`config.mk`:
```
export PLATFORM = sky130hd
export DESIGN_NAME = lru_replacement_tracker_core
export DESIGN_NICKNAME = d
export VERILOG_FILES = /design/src/design/lrut_pkg.sv /design/src/design/lrut_cell.sv /design/src/design/lru_replacement_tracker_core.sv
export VERILOG_INCLUDE_DIRS = /design/src /design/src/design
export SDC_FILE = /design/constraint.sdc
export NUM_CORES = 2
export LEC_CHECK = 0
export ABC_AREA = 1
export BUFFER_PORTS_ARGS = -buffer_cell sky130_fd_sc_hd__buf_4
export CORE_MARGIN = 2
export CORE_UTILIZATION = 25
export CTS_CLUSTER_SIZE = 20
export DETAILED_ROUTE_END_ITERATION = 8
export PLACE_DENSITY_LB_ADDON = 0.3
export SYNTH_ARGS = -nofsm -noshare
export SYNTH_HDL_FRONTEND = slang
export SYNTH_HIERARCHICAL = 1
export SYNTH_SLANG_ARGS = --single-unit
export TNS_END_PERCENT = 10
```
`constraint.sdc`:
```
create_clock -name clock -period 7.2 [get_ports clock]
set_input_delay 0.36 -clock clock [delete_from_list [all_inputs] [get_ports clock]]
set_output_delay 0.36 -clock clock [all_outputs]
set_load 0.03 [all_outputs]
```
`src/design/lru_replacement_tracker_core_defines.svh`:
```
// Assertion helpers for the LRU replacement tracker.
`ifndef LRU_REPLACEMENT_TRACKER_CORE_DEFINES_SVH
`define LRU_REPLACEMENT_TRACKER_CORE_DEFINES_SVH

// Checked at every rising clock edge outside reset.
`define LRUT_ASSERT(label, prop, msg) \
   label: assert property (@(posedge clock) disable iff (reset) (prop)) else $error(msg);

// Checked at every rising clock edge, reset included.
`define LRUT_ASSERT_ALWAYS(label, prop, msg) \
   label: assert property (@(posedge clock) (prop)) else $error(msg);

`endif

```
`src/design/lrut_pkg.sv`:
```
`timescale 1ns / 1ps
// ----------------------------------------------------------------------------
// lrut_pkg
// Shared types, codes and defaults of the LRU replacement tracker.
// ----------------------------------------------------------------------------
package lrut_pkg;

   localparam int ENTRIES_DEF      = 16;
   localparam int PAGE_ID_BITS_DEF = 32;

   localparam int FUNC_W   = 2;
   localparam int PAGE_W   = 32;
   localparam int STATUS_W = 3;
   localparam int OCC_W    = 5;

   // operation codes
   localparam logic [FUNC_W-1:0] FUNC_TOUCH  = 2'd0;
   localparam logic [FUNC_W-1:0] FUNC_EVICT  = 2'd1;
   localparam logic [FUNC_W-1:0] FUNC_REMOVE = 2'd2;

   // result status codes
   localparam logic [STATUS_W-1:0] ST_INSERTED = 3'd0;
   localparam logic [STATUS_W-1:0] ST_HIT      = 3'd1;
   localparam logic [STATUS_W-1:0] ST_GONE     = 3'd2;
   localparam logic [STATUS_W-1:0] ST_MISSING  = 3'd3;
   localparam logic [STATUS_W-1:0] ST_FULL     = 3'd4;

   // cell update modes
   localparam logic [1:0] MODE_HOLD = 2'd0;
   localparam logic [1:0] MODE_PUSH = 2'd1;  // shift toward the tail up to index
   localparam logic [1:0] MODE_PULL = 2'd2;  // shift toward the head from index

   typedef struct packed {
      logic [FUNC_W-1:0] func;
      logic [PAGE_W-1:0] page_id;
   } req_type;

   typedef struct packed {
      logic [STATUS_W-1:0] status;
      logic [PAGE_W-1:0]   evicted_page;
      logic [OCC_W-1:0]    occupancy;
   } rsp_type;

   typedef struct packed {
      logic              seek_tail;
      logic [1:0]        mode;
      logic [PAGE_W-1:0] key;
   } cell_ctl_type;

endpackage

```
`src/design/lrut_cell.sv`:
```
`timescale 1ns / 1ps
// ----------------------------------------------------------------------------
// lrut_cell
// One position of the recency chain: holds a page key and its valid bit,
// compares against the broadcast key and shifts with its neighbors.
// ----------------------------------------------------------------------------
module lrut_cell #(
   parameter int KEY_W    = 32,
   parameter int IDX_W    = 4,
   parameter int CELL_IDX = 0
) (
   input  logic                  clock,
   input  logic                  reset,
   input  lrut_pkg::cell_ctl_type ctl,
   input  logic [IDX_W-1:0]      ctl_idx,
   input  logic                  prev_valid,
   input  logic [KEY_W-1:0]      prev_key,
   input  logic                  next_valid,
   input  logic [KEY_W-1:0]      next_key,
   output logic                  valid,
   output logic [KEY_W-1:0]      key,
   output logic                  match
);

   localparam logic [IDX_W-1:0] MY_IDX = IDX_W'(CELL_IDX);

   logic             valid_ff, valid_in;
   logic [KEY_W-1:0] key_ff, key_in;

   always_comb begin
      valid_in = valid_ff;
      key_in   = key_ff;
      case (ctl.mode)
         lrut_pkg::MODE_PUSH: begin
            if (MY_IDX <= ctl_idx) begin
               valid_in = prev_valid;
               key_in   = prev_key;
            end
         end
         lrut_pkg::MODE_PULL: begin
            if (MY_IDX >= ctl_idx) begin
               valid_in = next_valid;
               key_in   = next_key;
            end
         end
         default: begin
         end
      endcase
   end

   always_ff @(posedge clock) begin
      if (reset) begin
         valid_ff <= 1'b0;
      end else begin
         valid_ff <= valid_in;
      end
   end

   always_ff @(posedge clock) begin
      key_ff <= key_in;
   end

   // tail is the last valid cell of the contiguous valid run
   assign match = ctl.seek_tail ? (valid_ff & ~next_valid)
                                : (valid_ff & (key_ff == ctl.key[KEY_W-1:0]));
   assign valid = valid_ff;
   assign key   = key_ff;

endmodule

```
`src/design/lru_replacement_tracker_core.sv`:
```
`timescale 1ns / 1ps
// ----------------------------------------------------------------------------
// lru_replacement_tracker_core
// LRU order of up to ENTRIES pages kept in a chain of cells, head = most recent.
// ----------------------------------------------------------------------------
// Usage:
//   req_valid/req_ready/req_data carry one operation (touch, evict, remove)
//   and a page id. rsp_valid/rsp_ready/rsp_data return one result per
//   operation: status, the evicted page and the occupancy after it.
//   An operation runs through a lookup step, in which every cell compares
//   its key (or finds the tail) at once, and an apply step, in which the
//   cells shift by one position and the result register loads.
//   The result is registered in the apply step. A new request is taken in
//   the apply step, so operations overlap while the result side keeps up.
//   A result waiting in the output register does not block the next request;
//   that request then waits in its apply cycle until the result is taken.
//   Reset clears all cell valid bits and the occupancy; no clearing pass is
//   needed, the block accepts requests as soon as reset is released.
// ----------------------------------------------------------------------------
`include "lru_replacement_tracker_core_defines.svh"

module lru_replacement_tracker_core #(
   parameter int ENTRIES      = lrut_pkg::ENTRIES_DEF,
   parameter int PAGE_ID_BITS = lrut_pkg::PAGE_ID_BITS_DEF
) (
   input  logic              clock,
   input  logic              reset,
   input  logic              req_valid,
   output logic              req_ready,
   input  lrut_pkg::req_type req_data,
   output logic              rsp_valid,
   input  logic              rsp_ready,
   output lrut_pkg::rsp_type rsp_data
);

   localparam int KEY_W = (PAGE_ID_BITS < lrut_pkg::PAGE_W) ? PAGE_ID_BITS
                                                            : lrut_pkg::PAGE_W;
   localparam int IDX_W = $clog2(ENTRIES);
   localparam int CNT_W = $clog2(ENTRIES + 1);
   localparam logic [CNT_W-1:0] CNT_FULL = CNT_W'(ENTRIES);
   localparam logic [IDX_W-1:0] IDX_LAST = IDX_W'(ENTRIES - 1);

   localparam logic [1:0] S_IDLE  = 2'd0;
   localparam logic [1:0] S_LOOK  = 2'd1;
   localparam logic [1:0] S_APPLY = 2'd2;

   logic [1:0]              state_ff, state_in;
   lrut_pkg::req_type       req_ff;
   logic [1:0]              mode_ff, mode_in;
   logic [IDX_W-1:0]        idx_ff, idx_in;
   logic [lrut_pkg::STATUS_W-1:0] status_ff, status_in;
   logic [KEY_W-1:0]        evict_ff, evict_in;
   logic [CNT_W-1:0]        count_next_ff, count_next_in;
   logic [CNT_W-1:0]        count_ff;
   lrut_pkg::rsp_type       rsp_ff;
   logic                    rsp_valid_ff, rsp_valid_in;

   logic                    req_xfer, apply_go;
   lrut_pkg::cell_ctl_type  ctl;
   logic [KEY_W-1:0]        req_key;

   logic [ENTRIES-1:0]      cell_valid, cell_match;
   logic [KEY_W-1:0]        cell_key [ENTRIES];

   logic                    found;
   logic [IDX_W-1:0]        found_idx;
   logic [KEY_W-1:0]        found_key;

   assign req_key  = req_ff.page_id[KEY_W-1:0];
   assign apply_go = (state_ff == S_APPLY) && (!rsp_valid_ff || rsp_ready);
   assign req_ready = (state_ff == S_IDLE) || apply_go;
   assign req_xfer  = req_valid && req_ready;

   // broadcast to the chain; cells move only in a committed apply cycle
   always_comb begin
      ctl.seek_tail = (req_ff.func == lrut_pkg::FUNC_EVICT);
      ctl.mode      = apply_go ? mode_ff : lrut_pkg::MODE_HOLD;
      ctl.key       = lrut_pkg::PAGE_W'(req_key);
   end

   for (genvar g = 0; g < ENTRIES; g++) begin : g_cell
      logic             prev_valid, next_valid;
      logic [KEY_W-1:0] prev_key, next_key;

      if (g == 0) begin : g_head
         assign prev_valid = 1'b1;
         assign prev_key   = req_key;
      end else begin : g_mid
         assign prev_valid = cell_valid[g-1];
         assign prev_key   = cell_key[g-1];
      end

      if (g == ENTRIES - 1) begin : g_tail
         assign next_valid = 1'b0;
         assign next_key   = cell_key[g];
      end else begin : g_body
         assign next_valid = cell_valid[g+1];
         assign next_key   = cell_key[g+1];
      end

      lrut_cell #(
         .KEY_W    (KEY_W),
         .IDX_W    (IDX_W),
         .CELL_IDX (g)
      ) u_cell (
         .clock      (clock),
         .reset      (reset),
         .ctl        (ctl),
         .ctl_idx    (idx_ff),
         .prev_valid (prev_valid),
         .prev_key   (prev_key),
         .next_valid (next_valid),
         .next_key   (next_key),
         .valid      (cell_valid[g]),
         .key        (cell_key[g]),
         .match      (cell_match[g])
      );
   end

   // at most one cell matches: OR-reduce its position and key
   always_comb begin
      found     = 1'b0;
      found_idx = '0;
      found_key = '0;
      for (int i = 0; i < ENTRIES; i++) begin
         found     = found | cell_match[i];
         found_idx = found_idx | (IDX_W'(i) & {IDX_W{cell_match[i]}});
         found_key = found_key | (cell_key[i] & {KEY_W{cell_match[i]}});
      end
   end

   // decide the operation in the lookup cycle
   always_comb begin
      mode_in       = lrut_pkg::MODE_HOLD;
      idx_in        = found_idx;
      status_in     = lrut_pkg::ST_MISSING;
      evict_in      = '0;
      count_next_in = count_ff;
      case (req_ff.func)
         lrut_pkg::FUNC_TOUCH: begin
            if (found) begin
               mode_in   = lrut_pkg::MODE_PUSH;
               status_in = lrut_pkg::ST_HIT;
            end else if (count_ff == CNT_FULL) begin
               status_in = lrut_pkg::ST_FULL;
            end else begin
               mode_in       = lrut_pkg::MODE_PUSH;
               idx_in        = IDX_LAST;
               status_in     = lrut_pkg::ST_INSERTED;
               count_next_in = count_ff + 1'b1;
            end
         end
         lrut_pkg::FUNC_EVICT: begin
            if (found) begin
               mode_in       = lrut_pkg::MODE_PULL;
               status_in     = lrut_pkg::ST_GONE;
               evict_in      = found_key;
               count_next_in = count_ff - 1'b1;
            end
         end
         lrut_pkg::FUNC_REMOVE: begin
            if (found) begin
               mode_in       = lrut_pkg::MODE_PULL;
               status_in     = lrut_pkg::ST_GONE;
               count_next_in = count_ff - 1'b1;
            end
         end
         default: begin
         end
      endcase
   end

   always_comb begin
      state_in = state_ff;
      case (state_ff)
         S_IDLE: begin
            if (req_xfer) state_in = S_LOOK;
         end
         S_LOOK: begin
            state_in = S_APPLY;
         end
         S_APPLY: begin
            if (apply_go) state_in = req_xfer ? S_LOOK : S_IDLE;
         end
         default: begin
            state_in = S_IDLE;
         end
      endcase
   end

   always_comb begin
      rsp_valid_in = rsp_valid_ff;
      if (apply_go) begin
         rsp_valid_in = 1'b1;
      end else if (rsp_ready) begin
         rsp_valid_in = 1'b0;
      end
   end

   always_ff @(posedge clock) begin
      if (reset) begin
         state_ff     <= S_IDLE;
         count_ff     <= '0;
         rsp_valid_ff <= 1'b0;
      end else begin
         state_ff     <= state_in;
         rsp_valid_ff <= rsp_valid_in;
         if (apply_go) count_ff <= count_next_ff;
      end
   end

   always_ff @(posedge clock) begin
      if (req_xfer) req_ff <= req_data;
      if (state_ff == S_LOOK) begin
         mode_ff       <= mode_in;
         idx_ff        <= idx_in;
         status_ff     <= status_in;
         evict_ff      <= evict_in;
         count_next_ff <= count_next_in;
      end
      if (apply_go) begin
         rsp_ff.status       <= status_ff;
         rsp_ff.evicted_page <= lrut_pkg::PAGE_W'(evict_ff);
         rsp_ff.occupancy    <= lrut_pkg::OCC_W'(count_next_ff);
      end
   end

   assign rsp_valid = rsp_valid_ff;
   assign rsp_data  = rsp_ff;

   `LRUT_ASSERT(a_count_bound, count_ff <= CNT_FULL, "occupancy above capacity")
   `LRUT_ASSERT(a_count_cells, $countones(cell_valid) == count_ff,
                "occupancy differs from valid cells")
   `LRUT_ASSERT(a_valid_prefix, (cell_valid & (cell_valid + 1'b1)) == '0,
                "valid cells not contiguous from the head")
   `LRUT_ASSERT(a_match_unique, state_ff == S_LOOK |-> $onehot0(cell_match),
                "more than one cell matched")
   `LRUT_ASSERT(a_apply_result, apply_go |=> rsp_valid_ff,
                "apply cycle left no result")

endmodule
```
======== Word level (Yosys, flattened, before mapping) ========
Cells that the tools add are included.
storage, ports and cells
  register bits after elaboration ......... 656
  input port bits ......................... 38
operators by class
  add/subtract/negate cells ............... 2
  magnitude comparators ................... 32
  equal/unequal tests ..................... 57
  mux-type cells .......................... 131
  bitwise gates (word level) .............. 106
  reductions and logical operators ........ 29
operators with widths
  operator              count
  $mux W32              30
  $pmux W32 S2          15
  $and A32 B32 Y32      16
  $eq A32 B32 Y1        16
  $or A32 B32 Y32       15
  $ne A2 B1 Y1 const B  32
  $mux W1               54
  $reduce_and A3 Y1     16
  $ge A4 B4 Y1 const A  8
  $le A4 B4 Y1 const A  8
  $pmux W1 S2           16
  $and A1 B1 Y1         31
  $or A4 B4 Y4          7
  $ge A3 B4 Y1 const A  4
  $le A3 B4 Y1 const A  4
  $mux W5               3
  $not A1 Y1            15
  $or A1 B1 Y1          15
  $mux W4               3
  $pmux W5 S2           1
  $or A3 B3 Y3          3
  $ge A1 B4 Y1 const A  2
  $ge A2 B4 Y1 const A  2
  $le A1 B4 Y1 const A  2
  other kinds (23)      39

======== Depth between registers and ports, before layout ========
  depth in word-level cells ............... 20
  gate-level depth with buffers ........... 20

======== By module ========
The synthesis kept the hierarchy.
by module, submodules not included
  module                          times used  cells an instance  area an instance (µm²)  sequential area each (µm²)
  lru_replacement_tracker_core    1           1,070              8,060.2                 3,763.6
  lrut_cell at g_cell[10].u_cell  1           172                2,072.0                 980.9
  lrut_cell at g_cell[12].u_cell  1           174                2,063.2                 980.9
  lrut_cell at g_cell[7].u_cell   1           172                2,059.5                 980.9
  lrut_cell at g_cell[8].u_cell   1           173                2,059.5                 980.9
  lrut_cell at g_cell[14].u_cell  1           174                2,030.7                 980.9
  lrut_cell at g_cell[2].u_cell   1           172                2,028.2                 980.9
  lrut_cell at g_cell[5].u_cell   1           173                2,028.2                 980.9
  lrut_cell at g_cell[6].u_cell   1           171                2,028.2                 980.9
  lrut_cell at g_cell[11].u_cell  1           171                2,024.4                 980.9
  lrut_cell at g_cell[9].u_cell   1           239                1,934.4                 980.9
  lrut_cell at g_cell[1].u_cell   1           241                1,924.3                 980.9
  lrut_cell at g_cell[13].u_cell  1           240                1,916.8                 980.9
  lrut_cell at g_cell[3].u_cell   1           239                1,915.6                 980.9
  3 more rows                     -           -                  -                       -

======== Least setup slack after synthesis ========
OpenSTA, ideal clock, no wires.
  path kind ............................... register -> register
  start ................................... register rsp_valid_ff, in the netlist rsp_valid
  end ..................................... register g_cell[6].u_cell.key_ff[0], enable pin
  setup time .............................. 0.427 ns
  arrival time ............................ 4.151 ns
  data required time ...................... 6.773 ns
  path slack .............................. 2.622 ns
  stages on the path, launching flop included .. 9
  path buffers ............................ 1
  path through ............................ dfxtp_1 > inv_1 > nor2_1 > inv_1 > nand2_1 > buf_2 > nor2_1 > inv_1 > o31ai_2
RTL lines
  what                    RTL line                             RTL
  from (decl)             lru_replacement_tracker_core.sv:56   logic rsp_valid_ff, rsp_valid_in;
  from (signal assigned)  lru_replacement_tracker_core.sv:207  rsp_valid_ff <= rsp_valid_in;
  to (signal assigned)    lrut_cell.sv:60                      key_ff <= key_in;
  to (decl)               lrut_cell.sv:28                      logic [KEY_W-1:0] key_ff, key_in;

======== Final worst setup path ========
  start ................................... register req_ff (netlist bit g_cell[0].prev_key[19])
  end ..................................... register evict_ff[3] (data pin)
on the way
  elaborated cells between the ends (all ways) .. 95
RTL lines
  what                                                                  RTL line                                                                  RTL
  from (decl)                                                           lru_replacement_tracker_core.sv:48                                        lrut_pkg::req_type req_ff;
  from (signal assigned)                                                lru_replacement_tracker_core.sv:213                                       if (req_xfer) req_ff <= req_data;
  $eq A32 B32 Y1 *                                                      lrut_cell.sv:65                                                           : (valid_ff & (key_ff == ctl.key[KEY_W-1:0]));
  $and A1 B1 Y1 *                                                       lrut_cell.sv:65
  $mux W1 *                                                             lrut_cell.sv:64                                                           assign match = ctl.seek_tail ? (valid_ff & ~next_valid)
  named net cell_match[2]                                               lru_replacement_tracker_core.sv:62                                        logic [ENTRIES-1:0] cell_valid, cell_match;
  $and A32 B32 Y32 / $or A1 B1 Y1 (equally long branches)               lru_replacement_tracker_core.sv:128, lru_replacement_tracker_core.sv:126
  $or A32 B32 Y32 / $or A1 B1 Y1 (equally long branches) (13 in a row)  lru_replacement_tracker_core.sv:128, lru_replacement_tracker_core.sv:126
  $or A32 B32 Y32 / $reduce_and A2 Y1 (equally long branches)           -
  to (signal assigned)                                                  lru_replacement_tracker_core.sv:218                                       evict_ff <= evict_in;
  to (decl)                                                             lru_replacement_tracker_core.sv:52                                        logic [KEY_W-1:0] evict_ff, evict_in;
Mark *: on every way through the listed nets, which the timed path passes. The rest lies on a longest branch.
A chain may end at the register's enable or synchronous reset.

==> results.yml <==
power:
  p_int_mw: 7.01
  p_sw_mw: 2.21
  p_clk_share_pct: 45.0
  combPwrFrac_pct: 7.8
  static-leakage-power_nw: 18.3
  p_per_area_mw_per_mm2: 202
  peakVddDrop_uv: 165
  seq_power_share_pct: 47.2
  p_sw_share_pct: 24.0
finish:
  multi_input_area_mm2: 0.0186
  seq_area_mm2: 0.0195
  fillers: 16576
  design_area_mm2: 0.0458
  final_nets: 4396
  stdcell_count: 6484
  n_antenna_cell: 0
  areaGrowthSynthToFinish_pct: 14.8
  drive_gt1_share_pct: 15.4
sta:
  finalSetupTns_ns: 0
  hold_violations: 0
  period_share_pct: 57.1
  maxSlewViolCount: 0
  fmax_mhz: 243
  worstMarginPinSlew_ns: 1.15
  finalClockSkew_ns: 0.0314
  period_minus_slack_ns: 4.11
  timing.slew.headroom_pct: 23.3
  hold-worst-slack_ns: 0.157
  setup_viol: 0
  rsz0062_at_grt: "no"
logic_synthesis:
  netlist_area_mm2: 0.0399
  syn_inst: 4228
  ys_ff_latch: 656
  synth_edf_count: 632
  async_reset_ff_share_pct: 0
  ys_warn_count: 6
  syn_area_per_cell_um2: 9.43
  seq_area_frac_synth_pct: 48.8
  synthFlopType: "edfxtp_1"
  synth_cell_types: 54
placed_design:
  placedCellCount: 6312
  port_buffers: 79
  dp_hpwl_um: 90800
  dpl_cell_area_mm2: 0.0428
  gp_congestion: 0.846
route:
  num_vias: 29779
  drt-total-wl_um: 129000
  dr.pass1.iters: 7
  drcViolationCount: 0
  ant_nets: 0
  drt-initial-drc-count: 2481
  routedWlPerCell_um: 19.9
  vias_per_cell: 4.59
cts:
  cts_buffers: 74
  tritoncts: "yes"
  postCtsSetupBuffers: 0
  cts-root-buf: "clkbuf_16"
  clk_latency_ns: 0.66
  cts-htree-levels: 3
  cts_resized: 0
  cts.path.max_buffers: 3
  clk_pin_slew_ns: 0.07
  cts.sinks: 656
floorplan:
  num_io_pins: 80
  die_w_um: 403
  chipHeight_um: 403
  fp-row-count: 146
  start_util_pct: 25.2
  die_area_mm2: 0.163
  core_area_mm2: 0.158
global_routing:
  antenna_found_initial: 1
  grt_pass1_wl_um: 193000
  grt_max_degree: 47
  grt_pass1_vias: 29211
  grt_overflow: 0
  track_usage_pct: 15.6
setup_path:
  worstSetupPathType: "reg2reg"
  cp_slowest_stage_delay_ns: 0.69
  end_kind: "flip-flop"
  required_ns: 7.58
  cp_max_fo: 33
  cp_common_cell: "nand2_1"
  crit_arrival_ns: 4.49
  crit_family: "simple AND/OR/NAND/NOR gates"
  critical_path.cell_chain: "buf_4, xnor2_1, nand2_1, nor2_1, nand2_1, nor2_1, nand2_1, a21oi_4, buf_4, nor2_2, nand2_1, nor2_2, nand2_2, nand2_1, buf_4, a21oi_1"
  crit_path_top_delay_cell: "edfxtp_1"
  critPathBufInv: 3
  critPathLaunchType: "flip-flop"
flow_run:
  max-cap-violations: 0
run_status:
  outcome: "completed"
hold_path:
  hp-class: "in2reg"
==> cell families after synthesis <==
logic type	after synthesis	synth area share, %
DFF	656	48.8
other	2	0.0188
buffers and inverters	422	5.19
adders and majority gates	6	0.188
and+or+nand+nor	2240	22.4
muxes	320	11.5
xor gates and xnor gates	417	9.16
AOI/OAI and AO/OA	165	2.68
==> cell usage in the layout (no fill, tap or decap), drive strengths merged, types with 2 or more instances in the layout <==
cell type,Yosys,layout
ha,6,6
conb,2,3
nand4,43,43
o21bai,4,4
nor3,25,25
a22o,16,16
or2,5,5
clkinvlp,0,2
edfxtp,632,632
o31ai,2,2
dfxtp,24,24
xnor2,417,417
buf,104,155
a311oi,3,3
dlygate4sd3,0,36
nand2,1820,1820
nand3,98,98
a221oi,12,12
clkbuf,40,99
a211oi,8,8
nor4,13,13
nor2,231,231
a21oi,70,70
inv,278,281
bufinv,0,12
a41oi,3,3
o21ai,30,30
mux2,320,320
clkinv,0,20
a31oi,14,14
==> flip-flops by register name, indices dropped and copies added (netlist names) <==
name,count
count_ff,5
count_next_ff,5
evict_ff,32
g_cell.prev_key,32
g_cell.u_cell/key,512
g_cell.u_cell/valid,16
idx_ff,4
mode_ff,2
req_ff,2
rsp_data,40
rsp_valid,1
state_ff,2
status_ff,3
==> per-layer routing <==
metal / up-vias / global-route usage, % / part of all wire, %
li1: 14067 / - / -
met1: 14674 / 21.6 / 46
met2: 873 / 25.5 / 47
met3: 165 / 1.90 / 4.9
met4: 0 / 4.24 / 2.5
met5: - / 0 / 0
==> cell usage after synthesis (12+ instances only) <==
cell      instances  area [µm²]
a21oi_1          65         325
a221oi_1         12         105
a22o_1           16         140
a31oi_1          14        87.6
buf_12           12         240
buf_2            49         245
buf_6            28         315
clkbuf_1         40         150
dfxtp_1          24         480
edfxtp_1        632       19000
inv_1           266         998
inv_2            12        45.0
mux2_2           57         642
mux2_4          263        3950
nand2_1        1807        6780
nand3_1          95         475
nand4_1          42         263
nor2_1          217         815
nor3_1           23         115
nor4_1           13        81.3
o21ai_0          17        85.1
xnor2_1         417        3650
==> layout make-up <==
class                   count  share of cell area, %
clock buffers              99                   4.52
clock inverters            37                   1.08
inverters                 278                   2.28
multi-input cells        3151                   40.6
flip-flops and latches    656                   42.5
well taps                2072                   5.67
repair buffers            191                   3.33
==> worst paths after layout <==
kind | slack (ns) | startpoint | cells past startpoint | to
hold / removal | 0.16 | reset | 2 | g_cell[1].u_cell/valid
hold reg to reg | 0.42 | evict_ff[22] | 0 | rsp_data[27]
setup reg to reg | 3.09 | g_cell[0].prev_key[19] | 16 | evict_ff[3]
setup / recovery | 3.09 | g_cell[0].prev_key[19] | 16 | evict_ff[3]
==> through the flow <==
step / worst slack, ns / total power [mW] / utilization [%]
after CTS: 3.11 / 9.31 / 28.9
after global placement: 3.16 / 5.13 / 27.0
final: 3.09 / 9.22 / 28.9
after floorplan: 2.62 / 4.91 / -
after global routing: 2.83 / 9.53 / 28.9
after detailed placement: 3.12 / 5.14 / 27.0
==> power groups by stage <==
stage          clock network [mW]  logic (mW)  registers [mW]
5_1_grt                      4.38       0.792            4.36
4_1_cts                      4.24       0.721            4.35
2_1_floorplan                   0       0.448            4.46
6_report                     4.15       0.719            4.35
3_5_place_dp                    0       0.702            4.43
3_3_place_gp                    0       0.695            4.43
==> timing repair <==
item / 4_1_cts / 5_1_grt
hold endpoints to repair: 36 / 0
hold buffers: 36 / 0
setup endpoints to repair: 0 / 0
(Power assumes the default switching activity.)
